**src/hdl/ftm_pkg.sv**
```systemverilog
`default_nettype none
// ----------------------------------------------------------------------------
// ftm_pkg
// Shared types and constants for the fuzzy template search unit.
// ----------------------------------------------------------------------------
package ftm_pkg;
    localparam int MAX_IW = 512;
    localparam int MAX_IH = 512;
    localparam int MAX_TW = 64;
    localparam int MAX_TH = 64;
    localparam int IMG_AW = $clog2(MAX_IW * MAX_IH);
    localparam int TPL_AW = $clog2(MAX_TW * MAX_TH);
    localparam int IXW = $clog2(MAX_IW);
    localparam int IYW = $clog2(MAX_IH);
    localparam int TXW = $clog2(MAX_TW);
    localparam int TYW = $clog2(MAX_TH);
    localparam int QDEPTH = 2;

    typedef enum logic [1:0] {
        CMD_IMG    = 2'd0,
        CMD_TPL    = 2'd1,
        CMD_SEARCH = 2'd2,
        CMD_NONE   = 2'd3
    } t_cmd;

    localparam logic [2:0] REG_IW = 3'd0;
    localparam logic [2:0] REG_IH = 3'd1;
    localparam logic [2:0] REG_TW = 3'd2;
    localparam logic [2:0] REG_TH = 3'd3;
    localparam logic [2:0] REG_FUZZ = 3'd4;
    localparam logic [2:0] REG_PCT = 3'd5;

    // one queued item after classification
    typedef struct packed {
        t_cmd       cmd;
        logic [8:0] x;
        logic [8:0] y;
        logic [7:0] v;
    } t_item;

    typedef struct packed {
        logic [9:0] iw;
        logic [9:0] ih;
        logic [6:0] tw;
        logic [6:0] th;
        logic [7:0] fuzz;
        logic [6:0] pct;
    } t_cfg;

    typedef enum logic [2:0] {
        S_IDLE,
        S_SETUP,
        S_READ,
        S_CMP,
        S_DONE
    } t_state;
endpackage
`default_nettype wire

```
**src/hdl/ftm_front.sv**
```systemverilog
`default_nettype none
// ----------------------------------------------------------------------------
// ftm_front
// Accepts input items, drops unknown commands and queues the rest.
// ----------------------------------------------------------------------------
module ftm_front (
    input  wire               i_clk,
    input  wire               i_rst_n,
    input  wire               i_valid,
    output logic              o_ready,
    input  wire ftm_pkg::t_item i_item,
    output logic              o_valid,
    input  wire               i_pop,
    output ftm_pkg::t_item    o_item
);
    ftm_pkg::t_item r_q [ftm_pkg::QDEPTH];
    logic [1:0] r_cnt;
    logic       r_rd;
    logic       r_wr;
    logic       w_push;
    logic       w_pop;

    assign o_ready = (r_cnt != 2'(ftm_pkg::QDEPTH));
    assign w_push  = i_valid && o_ready && (i_item.cmd != ftm_pkg::CMD_NONE);
    assign w_pop   = i_pop && (r_cnt != 2'd0);
    assign o_valid = (r_cnt != 2'd0);
    assign o_item  = r_q[r_rd];

    always_ff @(posedge i_clk) begin
        if (!i_rst_n) begin
            r_cnt <= '0;
            r_rd  <= 1'b0;
            r_wr  <= 1'b0;
        end else begin
            if (w_push) begin
                r_q[r_wr] <= i_item;
                r_wr <= ~r_wr;
            end
            if (w_pop) r_rd <= ~r_rd;
            r_cnt <= r_cnt + {1'b0, w_push} - {1'b0, w_pop};
        end
    end
endmodule
`default_nettype wire

```
**config.mk**
```make
export PLATFORM = sky130hd
export DESIGN_NAME = ftm_front
export DESIGN_NICKNAME = d
export VERILOG_FILES = /design/src/hdl/ftm_pkg.sv /design/src/hdl/ftm_front.sv
export SDC_FILE = /design/constraint.sdc
export NUM_CORES = 1
export LEC_CHECK = 0
export ABC_CLOCK_PERIOD_IN_PS = 2500
export BUFFER_PORTS_ARGS = -buffer_cell sky130_fd_sc_hd__buf_4
export CORE_ASPECT_RATIO = 1.2
export CORE_UTILIZATION = 40
export CTS_CLUSTER_DIAMETER = 200
export DETAILED_ROUTE_END_ITERATION = 8
export GPL_TIMING_DRIVEN = 0
export SYNTH_ARGS = -nofsm -noshare
export SYNTH_HDL_FRONTEND = slang
export SYNTH_SLANG_ARGS = --single-unit
```
**constraint.sdc**
```tcl
create_clock -name i_clk -period 2.5 [get_ports i_clk]
set_input_delay 0.375 -clock i_clk [delete_from_list [all_inputs] [get_ports i_clk]]
set_output_delay 0.375 -clock i_clk [all_outputs]
set_load 0.01 [all_outputs]
```
==> results of run 1 <==
worst max-delay path: stages (launching register included):
cell and delay (ns):
dfxtp_1 0.38, nand2b_1 0.20, nand4_1 0.15, nor2_2 0.72
buf_16 0.23
final cells by class:
type	instances	area (µm²)	area share [%]
Clock buffer	9	124	3.93
Timing Repair Buffer	62	485	15.4
Multi-Input combinational cell	47	533	16.9
Inverter	2	7.51	0.238
Tap cell	80	100	3.18
Buffer	3	51.3	1.63
Clock inverter	7	66.3	2.11
Sequential cell	61	1780	56.6
state kept, by name, summed over array words and instances (netlist names), named ones only:
name   flops
r_cnt      2
r_q       56
r_rd       1
r_wr       1
power by group through the flow:
stage | clock (mW) | combinational [mW] | sequential, mW
after CTS | 0.848 | 0.761 | 1.23
final | 0.824 | 0.748 | 1.23
after detailed placement | 0 | 0.760 | 1.25
after global routing | 0.894 | 0.805 | 1.24
after global placement | 0 | 0.732 | 1.25
after floorplan | 0 | 0.476 | 1.24
through the flow:
stage               util, %  total power [mW]
floorplan                 -              1.72
global placement       51.7              1.98
detailed placement     52.2              2.01
CTS                    55.5              2.84
global route           55.6              2.94
finish                 55.6              2.80
metal layers:
metal | vias up | wire, µm
met2 | 40 | 2020
li1 | 581 | -
met4 | 0 | 39
met3 | 9 | 198
met1 | 580 | 1590
met5 | - | 0
cell usage after synthesis:
master,instances,share of area [%]
ha_1,2,1.1
o21a_2,1,0.37
or2_2,1,0.26
edfxtp_1,56,71
mux2_4,20,13
dfxtp_1,5,4.2
inv_1,2,0.32
nand4_1,1,0.26
xnor2_1,3,1.1
and3_1,1,0.26
and2_1,2,0.53
and3_4,1,0.48
nor2_1,1,0.16
nor2b_1,2,0.53
nand2_1,2,0.32
buf_6,1,0.48
mux2_2,8,3.8
o22ai_1,1,0.26
nand2b_1,1,0.26
buf_12,2,1.7
worst paths after layout:
check | end | start | slack, ns | cells past startpoint
min | r_q[0][12] | i_item[12] | 0.22 | 1
max reg2reg | r_q[0][13] | r_cnt[0] | 0.54 | 4
max | r_q[0][13] | r_cnt[0] | 0.54 | 4
min reg2reg | r_wr | r_wr | 0.53 | 2
cell families after synthesis:
kind of cell	synth area share, %
and+or+nand+nor	3.06
AOI/OAI and AO/OA	0.634
DFF	75.2
xor gates and xnor gates	1.11
muxes	16.5
buffers and inverters	2.48
adders and majority gates	1.06
==> impl_results.md, run 1 <==
* Status: finished clean
* Share of layout cells above drive strength 1 at between 50 and 60%
* Setup TNS at 0 ns
* Commonest non-fill, non-tap cell in the layout: buf_4
* Net Sw Frac at about a quarter
* Logic pwr share at 26.7%
* Slew Limit Fails at 0
* Clk_lat worst skew at 0.34 ns
* Worst-path clk slew at about 0.070 ns
* GRT met3 Usage at under 10%
* P_int at about 2.1 mW
* RSZ-0062 raised after global routing: no
* Grt total ovfl at 0
* Register area share after synthesis at about three quarters
* Cell total after placement at around 260
* Routed vias at 1210
* Routed vias/inst at 4.46
* PostCTS Resize Cnt at 0
* Clock share of power at ~30%
* Fillers at 452
* CP Launch Type: flip-flop
* Synthesized area at 2370 µm²
* Final WL at ~3900 µm
* Starting Density at a little over two fifths
* Fin. Hold Viols at 0
* Max frequency at 509 MHz
* Crit path time final at ~2 ns
* Most frequent cells in the layout: 61 x buf_4, 56 x edfxtp_1, 20 x mux2_4, 9 x clkbuf_8, 8 x mux2_2
* CTS tree: built
* Worst slew margin at about two fifths
* Cell variety after synth at 20
* Hold slack at 0.218 ns
* Worst path required time at between 2 and 3 ns
* Drt pass-1 iters at 4
* NetSw at 0.703 mW
* Peak supply drop at approximately 0.44 mV
* Clock Skew at approximately 0.010 ns
* WP data arrival at around 2 ns
* Root buf cell: clkbuf_8
* DR iter-0 viols at 65
* Core Box Area at around 5700 µm²
* Synthesized area per cell at roughly 21 µm²
* Non-Filler Instances at between 200 and 300
* Syn nets at 147
* Postcts setup bufs at 0
* Pre-CTS worst setup slack at 0.182 ns
* Htree depth at 3
* GR peak layer: met2
* DRC viols at 0
* Die ar. at between 6000 and 7000 µm²
* GRT Util Overall at between 10% and 20%
* Dpl hpwl at 2590 µm
* Largest net degree at the start of global routing at 29
* Yosys reg bits at 61
* Final Instance Area at between 3000 and 4000 µm²
* Final worst-path cycle share at 78.6%
* Cell Rows at 30
* Crit path capture type: flip-flop
* TritonCTS buffer count at 9
* Remaining antenna violation count after routing at 0
* Final setup margin at roughly 0.54 ns
* Leakage at between 1 and 1.5 nW
* # diodes at 0
* Port Buf Inserts at a little over 60
* Die W at 72.3 µm
* Met1 usage at 15.3%
* Met2 Use GR at roughly 22%
* Dpl cell area at 2960 µm²
* Crit-path max FO at 15
* I/O pins at 62
* Post-CTS Hold Buffers at 0
* Mapped Cells at ~110
* Ys Warns at 0
* RD Place Congestion at between 0.6 and 0.7
* Pwr dens at 890 nW/µm²
* Initial antenna violation count at 0
* Area grow syn2layout at 32.9%
* Hold WC Path Type: primary input to flip-flop
* Slew @ Worst Pin at 0.909 ns
* Sequential power share at between 40% and 50%
* Final setup viols at 0
* Vias in the first global route at between 1000 and 1500
* WL per Instance at 14.2 µm
* Worst-case clock buffer depth at 2
* Die Ht at ~86 µm
* CTS sink count at around 60
* First-pass GRT wire length at just over 6000 µm
* Nets at 220
* Critical path class: flip-flop to flip-flop
* Max Cap Viol at 0
Power figures use the tool's default switching activity.
==> run 2: changes to the inputs <==
- ABC_CLOCK_PERIOD_IN_PS: 2500 -> 2000
- clock period: 2.5 -> 2 ns (I/O delays scaled with it)
==> impl_results.md, run 2 (same netlist as run 1, synthesis figures left out) <==
* Status: finished clean
* GRT Util Overall at 13.6% (-0.21 points)
* Die W at 72.3 µm (unchanged)
* First-pass GRT wire length at 6080 µm (-0.12%)
* Dpl hpwl at 2670 µm (+3.0%)
* Worst-path clk slew at 0.06 ns (about the same)
* Largest register FFs at 56 (unchanged)
* Slew Limit Fails at 0 (unchanged)
* Area of the multi-input gates at 538 µm² (+0.94%)
* Overall power at 3.32 mW (+18%)
* Cell Rows at 30 (unchanged)
* Hold slack at 0.157 ns (-0.0618 ns)
* Area grow syn2layout at 30.8%
* Worst path required time at 2.22 ns (-0.32 ns)
* Vias in the first global route at 1281 (-0.62%)
* Crit-path max FO at 4 (-11)
* FF+latch area at 1780 µm² (unchanged)
* Fillers at 459 (+1.5%)
* Starting Density at 41.8% (unchanged)
* Core Box Area at 5670 µm² (unchanged)
* Final Util at 54.7% (-0.86 points)
* Commonest non-fill, non-tap cell in the layout: buf_4
* Final Instance Area at 3100 µm² (-1.5%)
* Crit path time final at 1.82 ns (-0.143 ns)
* Final setup viols at 0 (unchanged)
* Drt pass-1 iters at 4 (unchanged)
* Slew @ Worst Pin at 0.698 ns (-0.211 ns)
* Max Cap Viol at 0 (unchanged)
* Root buf cell: clkbuf_8
* Critical path class: flip-flop to flip-flop
* Biggest regs: r_q (56), r_cnt (2)
* Dpl cell area at 2950 µm² (-0.42%)
* Die ar. at 6240 µm² (unchanged)
* Crit path capture type: flip-flop
* Setup TNS at 0 ns (unchanged)
* I/O pins at 62 (unchanged)
* Final worst-path cycle share at 91.1% (+12 points)
* Routed vias at 1206 (-0.33%)
* Remaining antenna violation count after routing at 0 (unchanged)
* Leakage at 1.19 nW (-2.1%)
* Hold WC Path Type: primary input to flip-flop
* Clock Skew at 0.00270 ns (-0.00732 ns)
* Share of layout cells above drive strength 1 at 57.4% (-2.3 points)
* Clk_lat worst skew at 0.32 ns (-0.02 ns)
* Pwr dens at 1070 nW/µm² (+20%)
* Fin. Hold Viols at 0 (unchanged)
* Worst slew margin at 53.4% (+14 points)
* Biggest register: r_q
* Most frequent cells in the layout: 61 x buf_4, 56 x edfxtp_1, 20 x mux2_4, 9 x clkbuf_8, 8 x mux2_2
* Routed vias/inst at 4.47 (about the same)
* Port Buf Inserts at 61 (unchanged)
* Initial antenna violation count at 0 (unchanged)
* Peak supply drop at 0.452 mV (+3.2%)
* Worst-case clock buffer depth at 2 (unchanged)
* Htree depth at 3 (unchanged)
* CTS tree: built
* Final WL at 3890 µm (+1.0%)
* DRC viols at 0 (unchanged)
* Nets at 220 (unchanged)
* TritonCTS buffer count at 9 (unchanged)
* WP data arrival at 2.04 ns (+0.04 ns)
* WL per Instance at 14.4 µm (+1.4%)
* RD Place Congestion at 0.643 (-4.5%)
* # diodes at 0 (unchanged)
* RSZ-0062 raised after global routing: no
* Die Ht at 86.3 µm (unchanged)
* DR iter-0 viols at 48 (-26%)
* Max frequency at 549 MHz (+7.9%)
* Largest net degree at the start of global routing at 29 (unchanged)
* Grt total ovfl at 0 (unchanged)
* CP Launch Type: flip-flop
* CTS sink count at 61 (unchanged)
-- run 2: per-stage QoR --
step	setup WS, ns	std cells
2_1_floorplan	0.124	113
3_3_place_gp	-0.168	254
3_5_place_dp	-0.290	255
4_1_cts	0.177	270
5_1_grt	0.0741	270
6_report	0.179	270
-- run 2: worst paths after layout --
path,depth (start not counted),endpoint,from,slack (ns)
max,9,r_cnt[1],r_cnt[0],0.18
min,1,r_q[0][7],i_item[7],0.16
max reg2reg,9,r_cnt[1],r_cnt[0],0.18
min reg2reg,2,flip-flop,r_rd,0.55
-- run 2: cell type report --
class / count / area share [%]
Buffer: 3 / 1.65
Tap cell: 80 / 3.23
Sequential cell: 61 / 57.5
Multi-Input combinational cell: 47 / 17.4
Clock inverter: 3 / 0.444
Timing Repair Buffer: 62 / 15.3
Inverter: 2 / 0.242
Clock buffer: 12 / 4.36
-- run 2: where the power goes --
part / switching, mW / leakage [nW] / internal (mW) / total, mW
sequential: 0.0389 / 0.552 / 1.50 / 1.54
combinational: 0.379 / 0.563 / 0.556 / 0.935
clock: 0.411 / 0.0776 / 0.435 / 0.845
total: 0.829 / 1.19 / 2.49 / 3.32
-- run 2: layer usage --
metal | track usage [%] | routed length, µm
met1 | 13.9 | 1440
met3 | 3.72 | 195
met2 | 23.8 | 2170
met4 | 9.63 | 77
met5 | 0 | 0
-- run 2: timing repair --
item,4_1_cts,5_1_grt
resized for setup,2,0
hold buffers,0,0
buffers inserted,0,0
setup endpoints to repair,41,0
-- run 2: worst max-delay path: stages (launching register included) --
cell and delay [ns]:
dfxtp_1 0.37, nand2b_1 0.17, and3_4 0.20, inv_1 0.04, ha_1 0.26, inv_1 0.04, ha_1 0.19, xnor2_1 0.20
xnor2_1 0.10, and2_1 0.16
==> run 3: changes to the inputs <==
- RECOVER_POWER: not set -> 25
==> impl_results.md, run 3 (same netlist as run 1, synthesis figures left out) <==
* Status: finished clean
* DR iter-0 viols at 48 (unchanged)
* Worst slew margin at 53.5% (about the same)
* Starting Density at 41.8% (unchanged)
* Dpl cell area at 2950 µm² (unchanged)
* Setup TNS at 0 ns (unchanged)
* Net Sw Frac at 25.0% (about the same)
* NetSw at 0.828 mW (about the same)
* Root buf cell: clkbuf_8
* Overall power at 3.31 mW (-0.14%)
* Fillers at 462 (+0.65%)
* Crit-path slowest cell: dfxtp_1
* Area of the multi-input gates at 538 µm² (unchanged)
* CP Launch Type: flip-flop
* Pre-CTS worst setup slack at -0.290 ns (unchanged)
* # diodes at 0 (unchanged)
* Top delay family on crit path: simple AND/OR/NAND/NOR gates
* Grt total ovfl at 0 (unchanged)
* I/O pins at 62 (unchanged)
* Port Buf Inserts at 61 (unchanged)
* Slew Limit Fails at 0 (unchanged)
* Largest net degree at the start of global routing at 29 (unchanged)
* TritonCTS buffer count at 9 (unchanged)
* Hold depth at 1 (unchanged)
* Crit path capture type: flip-flop
* Max frequency at 549 MHz (about the same)
* Biggest register: r_q
* CTS tree: built
* Largest register FFs at 56 (unchanged)
* Max Cap Viol at 0 (unchanged)
* WL per Instance at 14.3 µm (-0.69%)
* Clock share of power at 25.5% (about the same)
* Buf+Inv Stages, Crit Path at 2 (unchanged)
* Share of layout cells above drive strength 1 at 55.8% (-1.6 points)
* Crit-path max FO at 4 (unchanged)
* Critical Path Stages at 9 (unchanged)
* Cell Rows at 30 (unchanged)
* RD Place Congestion at 0.643 (unchanged)
* Clock Skew at 0.00268 ns (-0.0000208 ns)
* Remaining antenna violation count after routing at 0 (unchanged)
* Biggest regs: r_q (56), r_cnt (2)
* Final worst-path cycle share at 91.1% (about the same)
* Final Instance Area at 3090 µm² (-0.36%)
* Vias in the first global route at 1281 (unchanged)
* Final setup margin at 0.179 ns (-0.000137 ns)
* DRC viols at 0 (unchanged)
* Clk_lat worst skew at 0.32 ns (about the same)
* Htree depth at 3 (unchanged)
* Core Box Area at 5670 µm² (unchanged)
* Initial antenna violation count at 0 (unchanged)
* Non-Filler Instances at 270 (unchanged)
* Final WL at 3860 µm (-0.69%)
* Routed vias at 1206 (unchanged)
* CTS sink count at 61 (unchanged)
* Hold WC Path Type: primary input to flip-flop
* Cell total after placement at 255 (unchanged)
* Worst-path clk slew at 0.06 ns (about the same)
* Crit path time final at 1.82 ns (+0.000137 ns)
* Area grow syn2layout at 30.4%
* Most frequent cells in the layout: 56 x edfxtp_1, 42 x buf_4, 20 x mux2_4, 16 x clkbuf_4, 9 x clkbuf_8
* CP cell instances: nand2b_1 > and3_4 > inv_1 > ha_1 > inv_1 > ha_1 > xnor2_1 > xnor2_1 > and2_1
* Commonest non-fill, non-tap cell in the layout: edfxtp_1
* Sequential power share at 46.4% (about the same)
* Slew @ Worst Pin at 0.698 ns (-0.000674 ns)
* First-pass GRT wire length at 6080 µm (unchanged)
* Nets at 220 (unchanged)
* Postcts setup bufs at 0 (unchanged)
* Hold slack at 0.161 ns (+0.00457 ns)
* Die W at 72.3 µm (unchanged)
* WP data arrival at 2.04 ns (about the same)
* Worst r2r path cells at 9 (unchanged)
* GRT Util Overall at 13.6% (unchanged)
* Worst-case clock buffer depth at 2 (unchanged)
* Logic pwr share at 28.1% (about the same)
* RSZ-0062 raised after global routing: no
* Drt pass-1 iters at 4 (unchanged)
* P_int at 2.48 mW (-0.16%)
* Worst path required time at 2.22 ns (about the same)
* Routed vias/inst at 4.47 (unchanged)
* Die ar. at 6240 µm² (unchanged)
* Peak supply drop at 0.452 mV (about the same)
* Pwr dens at 1070 nW/µm² (+0.22%)
* FF+latch area at 1780 µm² (unchanged)
* Die Ht at 86.3 µm (unchanged)
* Final setup viols at 0 (unchanged)
* Worst path max stage delay at 0.37 ns (about the same)
* Leakage at 1.18 nW (-1.2%)
* Dpl hpwl at 2670 µm (unchanged)
* Critical path class: flip-flop to flip-flop
* Post-CTS Hold Buffers at 0 (unchanged)
* Final Util at 54.5% (-0.20 points)
* Fin. Hold Viols at 0 (unchanged)
-- run 3: changes by cell type in the layout (fill, tap and decap cells not counted), sizes merged --
cell / delta
buf: -19
clkbuf: +19
-- run 3: final cells by class --
| class | count | share of cell area, % |
|---|---|---|
| sequential | 61 | 57.7 |
| timing repair buffer | 62 | 14.9 |
| tap | 80 | 3.24 |
| inverter | 2 | 0.243 |
| clock buffer | 12 | 4.37 |
| clock inverter | 3 | 0.446 |
| multi-input combinational | 47 | 17.4 |
| buffer | 3 | 1.66 |
-- run 3: power groups by stage --
stage / combinational, mW / sequential [mW] / clock, mW
finish: 0.931 / 1.54 / 0.845
global route: 1.00 / 1.54 / 0.932
CTS: 0.955 / 1.54 / 0.876
floorplan: 0.596 / 1.55 / 0
global placement: 0.914 / 1.56 / 0
detailed placement: 0.950 / 1.57 / 0
-- run 3: worst paths after layout --
check             startpoint          to  slack (ns)
setup reg to reg    r_cnt[0]    r_cnt[1]        0.18
hold reg to reg         r_rd   flip-flop        0.55
setup / recovery    r_cnt[0]    r_cnt[1]        0.18
hold / removal    i_item[14]  r_q[0][14]        0.16
-- run 3: timing repair --
item | CTS | global route
endpoints found under the hold margin | 0 | 0
setup endpoints to repair | 41 | 0
resized for setup | 2 | 0
-- run 3: metal layers --
layer	routed length (µm)	GRT usage [%]	part of all wire [%]	vias to the layer above
met5	0	0	0	-
met4	77	9.63	2.0	0
met3	195	3.72	5.0	7
met2	2160	23.8	56	37
met1	1430	13.9	37	580
li1	-	-	-	582
